--- src/kvma_pkg.sv ---
// Shared types and constants for the multiplicity assignment block.
package kvma_pkg;

	localparam int SYM_W   = 4;
	localparam int POS_W   = 4;
	localparam int CELL_W  = SYM_W + POS_W;
	localparam int CELLS   = 1 << CELL_W;
	localparam int RELI_W  = 16;
	localparam int MULT_W  = 8;
	localparam int COST_W  = 24;
	localparam int CMD_W   = 2;
	localparam int CFG_W   = 8;
	localparam int CIDX_W  = 2;
	localparam int DCNT_W  = $clog2(RELI_W);
	localparam int DIVS_W  = MULT_W + 1;
	localparam int TB_W    = 2 * (CFG_W + 1 + CFG_W);
	localparam int XPR_W   = CFG_W + COST_W;

	localparam logic [MULT_W-1:0] MULT_MAX = '1;
	localparam logic [COST_W:0]   COST_MAX = {1'b0, {COST_W{1'b1}}};

	localparam logic [CMD_W-1:0] CMD_LOAD = 2'd0;
	localparam logic [CMD_W-1:0] CMD_RUN  = 2'd1;
	localparam logic [CMD_W-1:0] CMD_READ = 2'd2;

	localparam logic [CIDX_W-1:0] CFG_STOP_MODE   = 2'd0;
	localparam logic [CIDX_W-1:0] CFG_STEP_LIMIT  = 2'd1;
	localparam logic [CIDX_W-1:0] CFG_Y_WEIGHT    = 2'd2;
	localparam logic [CIDX_W-1:0] CFG_INFO_LENGTH = 2'd3;

	typedef enum logic [3:0] {
		ST_IDLE,
		ST_INIT,
		ST_SQ,
		ST_SCAN,
		ST_DRAIN,
		ST_FETCH,
		ST_CHECK,
		ST_DIV,
		ST_COMMIT,
		ST_RESP
	} kvma_state_t;

	typedef struct packed {
		logic capture;
		logic load_we;
		logic rd_mult;
		logic run_init;
		logic sq;
		logic scan_start;
		logic scan_step;
		logic fetch;
		logic check;
		logic div_step;
		logic commit;
		logic resp;
	} kvma_cmd_t;

	typedef struct packed {
		logic stop_zero;
		logic scan_last;
		logic sat;
		logic div_last;
		logic stop_run;
		logic out_free;
	} kvma_stat_t;

endpackage

--- src/kvma_ctrl.sv ---
// Controller state machine sequencing load, read and run items.
module kvma_ctrl import kvma_pkg::*; (
	input  logic             clk,
	input  logic             arst_n,
	input  logic             item_valid,
	input  logic [CMD_W-1:0] item_cmd,
	output logic             item_ready,
	input  kvma_stat_t       stat,
	output kvma_cmd_t        cmd
);

	kvma_state_t state_q, state_d;

	always_ff @(posedge clk or negedge arst_n) begin
		if (!arst_n) begin
			state_q <= ST_IDLE;
		end else begin
			state_q <= state_d;
		end
	end

	always_comb begin
		state_d = state_q;
		case (state_q)
			ST_IDLE: begin
				if (item_valid) begin
					state_d = (item_cmd == CMD_RUN) ? ST_INIT : ST_RESP;
				end
			end
			ST_INIT:   state_d = stat.stop_zero ? ST_RESP : ST_SQ;
			ST_SQ:     state_d = ST_SCAN;
			ST_SCAN: begin
				if (stat.scan_last) begin
					state_d = ST_DRAIN;
				end
			end
			ST_DRAIN:  state_d = ST_FETCH;
			ST_FETCH:  state_d = ST_CHECK;
			ST_CHECK:  state_d = stat.sat ? ST_RESP : ST_DIV;
			ST_DIV: begin
				if (stat.div_last) begin
					state_d = ST_COMMIT;
				end
			end
			ST_COMMIT: state_d = stat.stop_run ? ST_RESP : ST_SCAN;
			ST_RESP: begin
				if (stat.out_free) begin
					state_d = ST_IDLE;
				end
			end
			default:   state_d = ST_IDLE;
		endcase
	end

	always_comb begin
		cmd = '0;
		item_ready = 1'b0;
		case (state_q)
			ST_IDLE: begin
				item_ready  = 1'b1;
				cmd.capture = item_valid;
				cmd.load_we = item_valid && (item_cmd == CMD_LOAD);
				cmd.rd_mult = item_valid && (item_cmd == CMD_READ);
			end
			ST_INIT:   cmd.run_init = 1'b1;
			ST_SQ: begin
				cmd.sq         = 1'b1;
				cmd.scan_start = 1'b1;
			end
			ST_SCAN:   cmd.scan_step = 1'b1;
			ST_DRAIN:  cmd = '0;
			ST_FETCH:  cmd.fetch = 1'b1;
			ST_CHECK:  cmd.check = 1'b1;
			ST_DIV:    cmd.div_step = 1'b1;
			ST_COMMIT: begin
				cmd.commit     = 1'b1;
				cmd.scan_start = 1'b1;
			end
			ST_RESP:   cmd.resp = stat.out_free;
			default:   cmd = '0;
		endcase
	end

endmodule

--- config.mk ---
export PLATFORM = sky130hd
export DESIGN_NAME = kvma_ctrl
export DESIGN_NICKNAME = d
export VERILOG_FILES = /design/src/kvma_pkg.sv /design/src/kvma_ctrl.sv
export SDC_FILE = /design/constraint.sdc
export NUM_CORES = 1
export LEC_CHECK = 0
export ABC_AREA = 1
export BUFFER_PORTS_ARGS = -buffer_cell sky130_fd_sc_hd__buf_2
export CORE_AREA = 2 2 39 41
export CTS_BUF_LIST = sky130_fd_sc_hd__clkbuf_8
export DETAILED_ROUTE_END_ITERATION = 16
export DIE_AREA = 0 0 41 43
export MAX_ROUTING_LAYER = met4
export PLACE_DENSITY = 0.62
export SYNTH_ARGS = -nofsm -noshare
export SYNTH_HDL_FRONTEND = slang
export SYNTH_SLANG_ARGS = --single-unit
--- constraint.sdc ---
create_clock -name clk -period 1.6 [get_ports clk]
set_input_delay 0.16 -clock clk [delete_from_list [all_inputs] [get_ports clk]]
set_output_delay 0.16 -clock clk [all_outputs]
set_load 0.03 [all_outputs]
# --- Yosys cells after proc, flatten, opt, wreduce, memory -nomap -nowiden ---
# Cells that the tools add are included.
op_classes:
  eq_ne: 15
  muxes: 20
  reduce_logical: 6
op_table:
  columns: ["cell", "count"]
  rows:
  - ["$pmux 4 s10", 1]
  - ["$mux 4", 8]
  - ["$eq 4x3->1 const B", 4]
  - ["$mux 1", 10]
  - ["$eq 4x2->1 const B", 2]
  - ["$eq 4x4->1 const B", 2]
  - ["$ne 2x2->1 const B", 4]
  - ["$eq 4x1->1 const B", 1]
  - ["$logic_not 4->1", 1]
  - ["$reduce_and 4->1", 1]
  - ["$mux 3", 1]
  - ["$eq 2x1->1 const B", 1]
  - ["$eq 2x2->1 const B", 1]
  - ["$logic_and 1x1->1", 2]
  - ["$logic_not 2->1", 1]
  - ["$reduce_or 2->1", 1]
totals:
  register_bits: 4
  input_bits: 11
  output_inout_bits: 13
  wordCells: 42

# --- Logic depth before layout (Yosys ltp) ---
# Gate-level depths: netlist (run 1).
logic_depth:
  ltp_word: 4
  depth_mapped: 8
  mapped_depth_nobuf: 8

# --- Worst setup path before layout (run 1) ---
# Ideal clock, no wire load.
synth_path:
  path_type: "register to output"
  start: "register state_q[2]"
  end: "output cmd[10] (netlist name)"
  t_arrival_ns: 1.685
  required_ns: 1.440
  slack_ns: -0.245
  path_stages_with_launch: 4
  path_buffers: 0
  path_cell_list: "dfrtp_1 -> nor2_2 -> nand2_1 -> nor4_1"
synth_rtl:
  columns: ["item", "line_no", "source"]
  rows:
  - ["start: declaration", "kvma_ctrl.sv:12", "kvma_state_t state_q, state_d;"]
  - ["start signal: assignment", "kvma_ctrl.sv:18", "state_q <= state_d;"]
  - ["end: declaration", "kvma_ctrl.sv:9", "output kvma_cmd_t cmd"]

==> run metrics, run 1 <==
synthesized area 442.9 um2; largest family of logic cells by synthesized area simple AND/OR/NAND/NOR gates; Synth Area in XOR/XNOR 0; Largest register FFs 4; Syn Nets 91; Post-synth EDFFs 0; Inserted Diodes 0; Max clock buf depth 2; setup ws final 0.05006 ns; Static Leakage 0.4492 nW; most frequent cell after synthesis nand2_1; most used flip-flop cell after synthesis dfrtp_1; post-route ant nets 0; complex-gate fraction of the synthesized area 0.03390; Worst Path Required 1.44 ns; die area 1763 um2; Tmin final 1.550 ns; Synth-to-Final Area Change 48.02%; Via Count 547; port bufs 23; Post-CTS Setup Inserts 0; first-pass GRT wire length 1773 um; clock share of power 0.166; initial DRC count 15; Seq cells post-synth 4; Area contributors post-synth dfrtp_1 23%, nand2_1 21%, inv_1 15%; pin count of the biggest net entering global routing 7; CTS clock-pin slew for the worst setup and hold paths 0.03 ns; Peak VDD IR 1049 uV; WHS 0.2256 ns; top flop regs state_q (4); cell area after layout 655.6 um2; htree depth 1; grt ovf 0; final hold violations 0; Post-Synth Simple-Gate Area 0.5537; Die W 41 um; Post-synth top cells 25 x nand2_1, 18 x inv_1, 9 x nand3_1, 7 x nor2_1; Post-DP HPWL 942.1 um; Clock Latency Late Sink 0.21 ns; clock sinks 4; adder-cell share of the synthesized area 0; post-synthesis mux area share 0; internal power 0.5679 mW; Synth area leader dfrtp_1; crit share post-route 0.9687; Pins Over Slew Limit 0; CP arrival 1.39 ns; number of max-cap violations 0; Design Power 1.229 mW; DR pass1 iterations 4; Die H 43 um; Worst Hold Class input pin to register; fin nets 121; Fmax 645.2 MHz; total CTS buffers 3; crit-path max FO 4; worst setup path startpoint state_q[1]; DR WL/cell 9.242 um; CTS root buf clkbuf_8; Core ar. 1384 um2; Rows 14; DRC viols 0; outcome complete, no violations; post-route clock skew 0.0005289 ns; Synth cell types 14; fin util 0.4738; worst r2r src state_q[2]; WS Path Type register to output port; global-route usage over all layers 0.1529; Final setup viols 0; vias in the first global route 439; Net Sw Frac 0.5379; P_sw 0.6612 mW; Worst slew margin 0.8393; PD cells 1875 nW/um2; power share of the sequential group 0.189; register area share after synthesis 0.2260; detailed-route wire length 1146 um; Synth Instances 80; fraction of layout cells with a size suffix above 1 0.3889; post-synth top area share 0.2260; worst reg-to-reg path cell count 7; Vias/cell 4.411; IO Count 24; initial antenna violation count 0; Reg2Reg Capture Point state_q[3]; Initial Utilization 0.3201; asr flop ratio synth 1.000; Routability Congestion 0.9116; largest reg by FF count state_q; post-place setup slack 0.2452 ns; Combinational Power Share 0.645; worst hold path cell count 4; dpl cell area 585.6 um2; Critical Path Source Type register; TritonCTS clock tree yes; Mean Syn Cell Area 5.537 um2; Ys Warns 0; reg2reg setup slack 0.39 ns; Tightest Pin Transition 0.2388 ns; Worst setup endpoint cmd[6]; kind of end point of the critical path output port
-- layout by cell type, fill, tap and decap left out, types with 2 or more instances in the layout --
master	instances
buf_2	21
buf_4	3
clkbuf_8	3
dfrtp_2	3
inv_1	18
inv_2	4
nand2_1	25
nand3_1	9
nor2_1	7
nor2_4	4
nor4_1	2
o21ai_0	2
-- per-layer routing --
metal  vias up  track usage  share of wire
met5         -            -              0
met2        26       0.2125           0.47
met1       226       0.2117           0.44
met4         0      0.06000              0
li1        295            -              -
met3         0      0.03141          0.092
-- how the worst min path moves through the flow --
stage / end / slack, ns / startpoint
2_1_floorplan: state_q[0] / -0.14 / arst_n
3_3_place_gp: state_q[3] / -0.03 / arst_n
3_5_place_dp: state_q[3] / -0.03 / arst_n
4_1_cts: state_q[2] / 0.23 / stat[2]
5_1_grt: state_q[2] / 0.26 / stat[2]
6_report: state_q[2] / 0.23 / stat[2]
-- worst max-delay path: stages (launching register included) --
cell and delay (ns):
dfrtp_2 0.44, inv_1 0.10, nor2_1 0.06, nand2_1 0.08, inv_1 0.04, or2_2 0.28
buf_2 0.18
-- area by class of cell --
cell class / count / area (um2)
clock buffer: 3 / 41.29
inverter: 22 / 82.58
fill: 145 / 728.2
tap: 16 / 20.02
multi-input combinational: 54 / 270.3
sequential: 4 / 103.9
timing repair buffer: 25 / 137.6
-- what timing repair did --
action,in CTS,in global routing
gates resized for setup,0,7
endpoints found under the setup margin,0,3
hold endpoints to repair,4,0
hold buffers,1,0
-- through the flow --
stage / cells / setup TNS, ns
after floorplan: 80 / -0.4909
after global placement: 120 / 0
after detailed placement: 120 / 0
after CTS: 124 / 0
after global routing: 124 / -0.02622
final: 124 / 0
-- kinds of logic (layout without fill, tap and decap cells) --
family                 after synthesis  in the layout
buffers and inverters               22             50
AND/OR/NAND/NOR                     51             51
flip-flops                           4              4
AO/OA/AOI/OAI                        3              3
-- power groups by stage --
stage / Clock (mW) / Combinational [mW] / Sequential, mW
floorplan: 0 / 0.582 / 0.205
global route: 0.219 / 0.885 / 0.244
detailed placement: 0 / 0.775 / 0.213
CTS: 0.209 / 0.781 / 0.212
global placement: 0 / 0.777 / 0.212
finish: 0.205 / 0.792 / 0.232
Power figures use the tool's default switching activity.
==> run 2: changes to the inputs <==
CTS_BUF_LIST = sky130_fd_sc_hd__clkbuf_4 sky130_fd_sc_hd__clkbuf_8 sky130_fd_sc_hd__clkbuf_16   (was sky130_fd_sc_hd__clkbuf_8)
==> run 2 against run 1 <==
Compared with the run above:
- cell count did not move
- count of clock-buffer cells in the layout unchanged
- highest routed layer unchanged
- register-to-register slack about the same
- critical path depth unchanged
- wire length decreased by 1.4%
- sequential power barely moved
- clock skew rose by 0.00057 ns
- global-route usage down 0.41 points
- clock power shrank 42%
- core utilization down 1.2 points
- hold slack worse by 0.017 ns
==> run metrics, run 2 (synthesis results as in run 1) <==
post-route clock skew 0.001094 ns (+0.0005651 ns); Net Sw Frac 0.5667 (+0.02875); internal power 0.5005 mW (-12%); htree depth 1 (unchanged); max layer used met3; first-pass GRT wire length 1718 um (-3.1%); most frequent cells in the layout 25 x nand2_1, 20 x buf_2, 17 x inv_1; number of max-cap violations 0 (unchanged); global-route usage over all layers 0.1488 (-0.004132); met1 wire length 494 um (-2.2%); power share of the sequential group 0.203 (+0.014); clock share of power 0.103 (-0.063); CP arrival 1.38 ns (about the same); Critical Path Source Type register; crit-path max FO 4 (unchanged); Worst Path Required 1.44 ns (about the same); dpl cell area 585.6 um2 (unchanged); fraction of layout cells with a size suffix above 1 0.3981 (+0.009259); CTS clock-pin slew for the worst setup and hold paths 0.03 ns (about the same); WHS 0.2084 ns (-0.01720 ns); Worst Hold Class input pin to register; pin count of the biggest net entering global routing 7 (unchanged); Tmin final 1.539 ns (-0.01115 ns); RSZ-0062 raised after global routing yes; DRC viols 0 (unchanged); TritonCTS clock tree yes; IO Count 24 (unchanged); die area 1763 um2 (unchanged); total CTS buffers 3 (unchanged); clock sinks 4 (unchanged); detailed-route wire length 1130 um (-1.4%); Post-DP HPWL 942.1 um (unchanged); Tightest Pin Transition 0.2388 ns (+0.0000007153 ns); grt ovf 0 (unchanged); CTS root buf clkbuf_4; initial DRC count 15 (unchanged); crit share post-route 0.9617 (-0.006968); commonest non-fill, non-tap cell in the layout nand2_1; Core ar. 1384 um2 (unchanged); final hold violations 0 (unchanged); critical path's largest stage delay 0.44 ns (about the same); DR WL/cell 9.113 um (-1.4%); fin nets 121 (unchanged); Combinational Power Share 0.694 (+0.049); Clock Latency Late Sink 0.23 ns (+0.02 ns); Max clock buf depth 2 (unchanged); outcome complete, no violations; Rows 14 (unchanged); top flop regs state_q (4); P_sw 0.6546 mW (-1.0%); Critical path buffers and inverters 3 (unchanged); kind of end point of the critical path output port; Routability Congestion 0.9116 (unchanged); Top Family by Delay on Critical Path flip-flops; Post-CTS Setup Inserts 0 (unchanged); largest reg by FF count state_q; Worst slew margin 0.8393 (about the same); Die H 43 um (unchanged); PD cells 1807 nW/um2 (-3.6%); slowest stage cell, crit path dfrtp_2; post-route ant nets 0 (unchanged); Fmax 649.9 MHz (+0.72%); Static Leakage 0.4413 nW (-1.8%); Vias/cell 4.435 (+0.55%); Final setup viols 0 (unchanged); Inserted Diodes 0 (unchanged); port bufs 23 (unchanged); met3 wire len 107 um (+1.9%); WS Path Type register to output port; Initial Utilization 0.3201 (unchanged); Largest register FFs 4 (unchanged); cell area after layout 639.4 um2 (-2.5%); DR WL met2 527 um (-1.5%); Via Count 550 (+0.55%); initial antenna violation count 0 (unchanged); Peak VDD IR 1068 uV (+1.8%); Pins Over Slew Limit 0 (unchanged); Die W 41 um (unchanged); critical path, cell by cell inv_2 > nor2_1 > nand2_1 > inv_1 > or2_2 > buf_4; Design Power 1.155 mW (-6.0%); vias in the first global route 431 (-1.8%); DR pass1 iterations 4 (unchanged); Synth-to-Final Area Change 44.35%; setup TNS 0 ns (unchanged); fin util 0.4620 (-0.01175)
==> run 2: changes by cell type in the layout (fill, tap and decap cells not counted) <==
cell / before / now
clkbuf_4: 0 / 3
buf_4: 3 / 4
inv_1: 18 / 17
inv_2: 4 / 5
clkbuf_8: 3 / 0
buf_2: 21 / 20
==> run 2: power groups by stage <==
stage | sequential, mW | combinational (mW) | clock (mW)
final | 0.234 | 0.802 | 0.119
after global routing | 0.246 | 0.895 | 0.129
after CTS | 0.212 | 0.782 | 0.124
after detailed placement | 0.213 | 0.775 | 0
after global placement | 0.212 | 0.777 | 0
after floorplan | 0.205 | 0.582 | 0
==> run 2: area by class of cell <==
| cell class | count | area (um2) |
|---|---|---|
| fill | 148 | 744.5 |
| timing repair buffer | 25 | 140.1 |
| clock buffer | 3 | 22.52 |
| sequential | 4 | 103.9 |
| multi-input combinational | 54 | 270.3 |
| inverter | 22 | 82.58 |
| tap | 16 | 20.02 |
==> run 2: timing repair <==
action                                  in CTS  in global routing
hold buffers                                 1                  0
gates resized for setup                      1                  9
endpoints found under the setup margin       1                  3
hold endpoints to repair                     4                  0
==> run 2: worst paths after layout <==
kind | startpoint | endpoint | slack (ns) | cells after the start
min in group asynchronous | arst_n | state_q[3] | 0.27 | 2
hold reg to reg | state_q[0] | state_q[0] | 0.65 | 2
setup / recovery | state_q[1] | cmd[6] | 0.06 | 6
max in group asynchronous | arst_n | state_q[1] | 1.20 | 2
hold / removal | stat[2] | state_q[2] | 0.21 | 4
setup reg to reg | state_q[2] | state_q[3] | 0.38 | 7
==> run 2: tightest hold or removal path: stages <==
cell     delay, ns
buf_2         0.07
inv_1         0.03
nand3_1       0.08
nand2_1       0.06
==> run 2: stage by stage <==
stage               instances  setup slack [ns]
floorplan                  80           -0.2455
global placement          120            0.2905
detailed placement        120            0.2452
CTS                       124          0.001448
global route              124          -0.03822
finish                    124           0.06121
==> run 2: routing by layer <==
| metal | vias up | track usage |
|---|---|---|
| met5 | - | - |
| met4 | 0 | 0.06000 |
| met3 | 0 | 0.03141 |
| met2 | 29 | 0.2094 |
| met1 | 224 | 0.2020 |
| li1 | 297 | - |
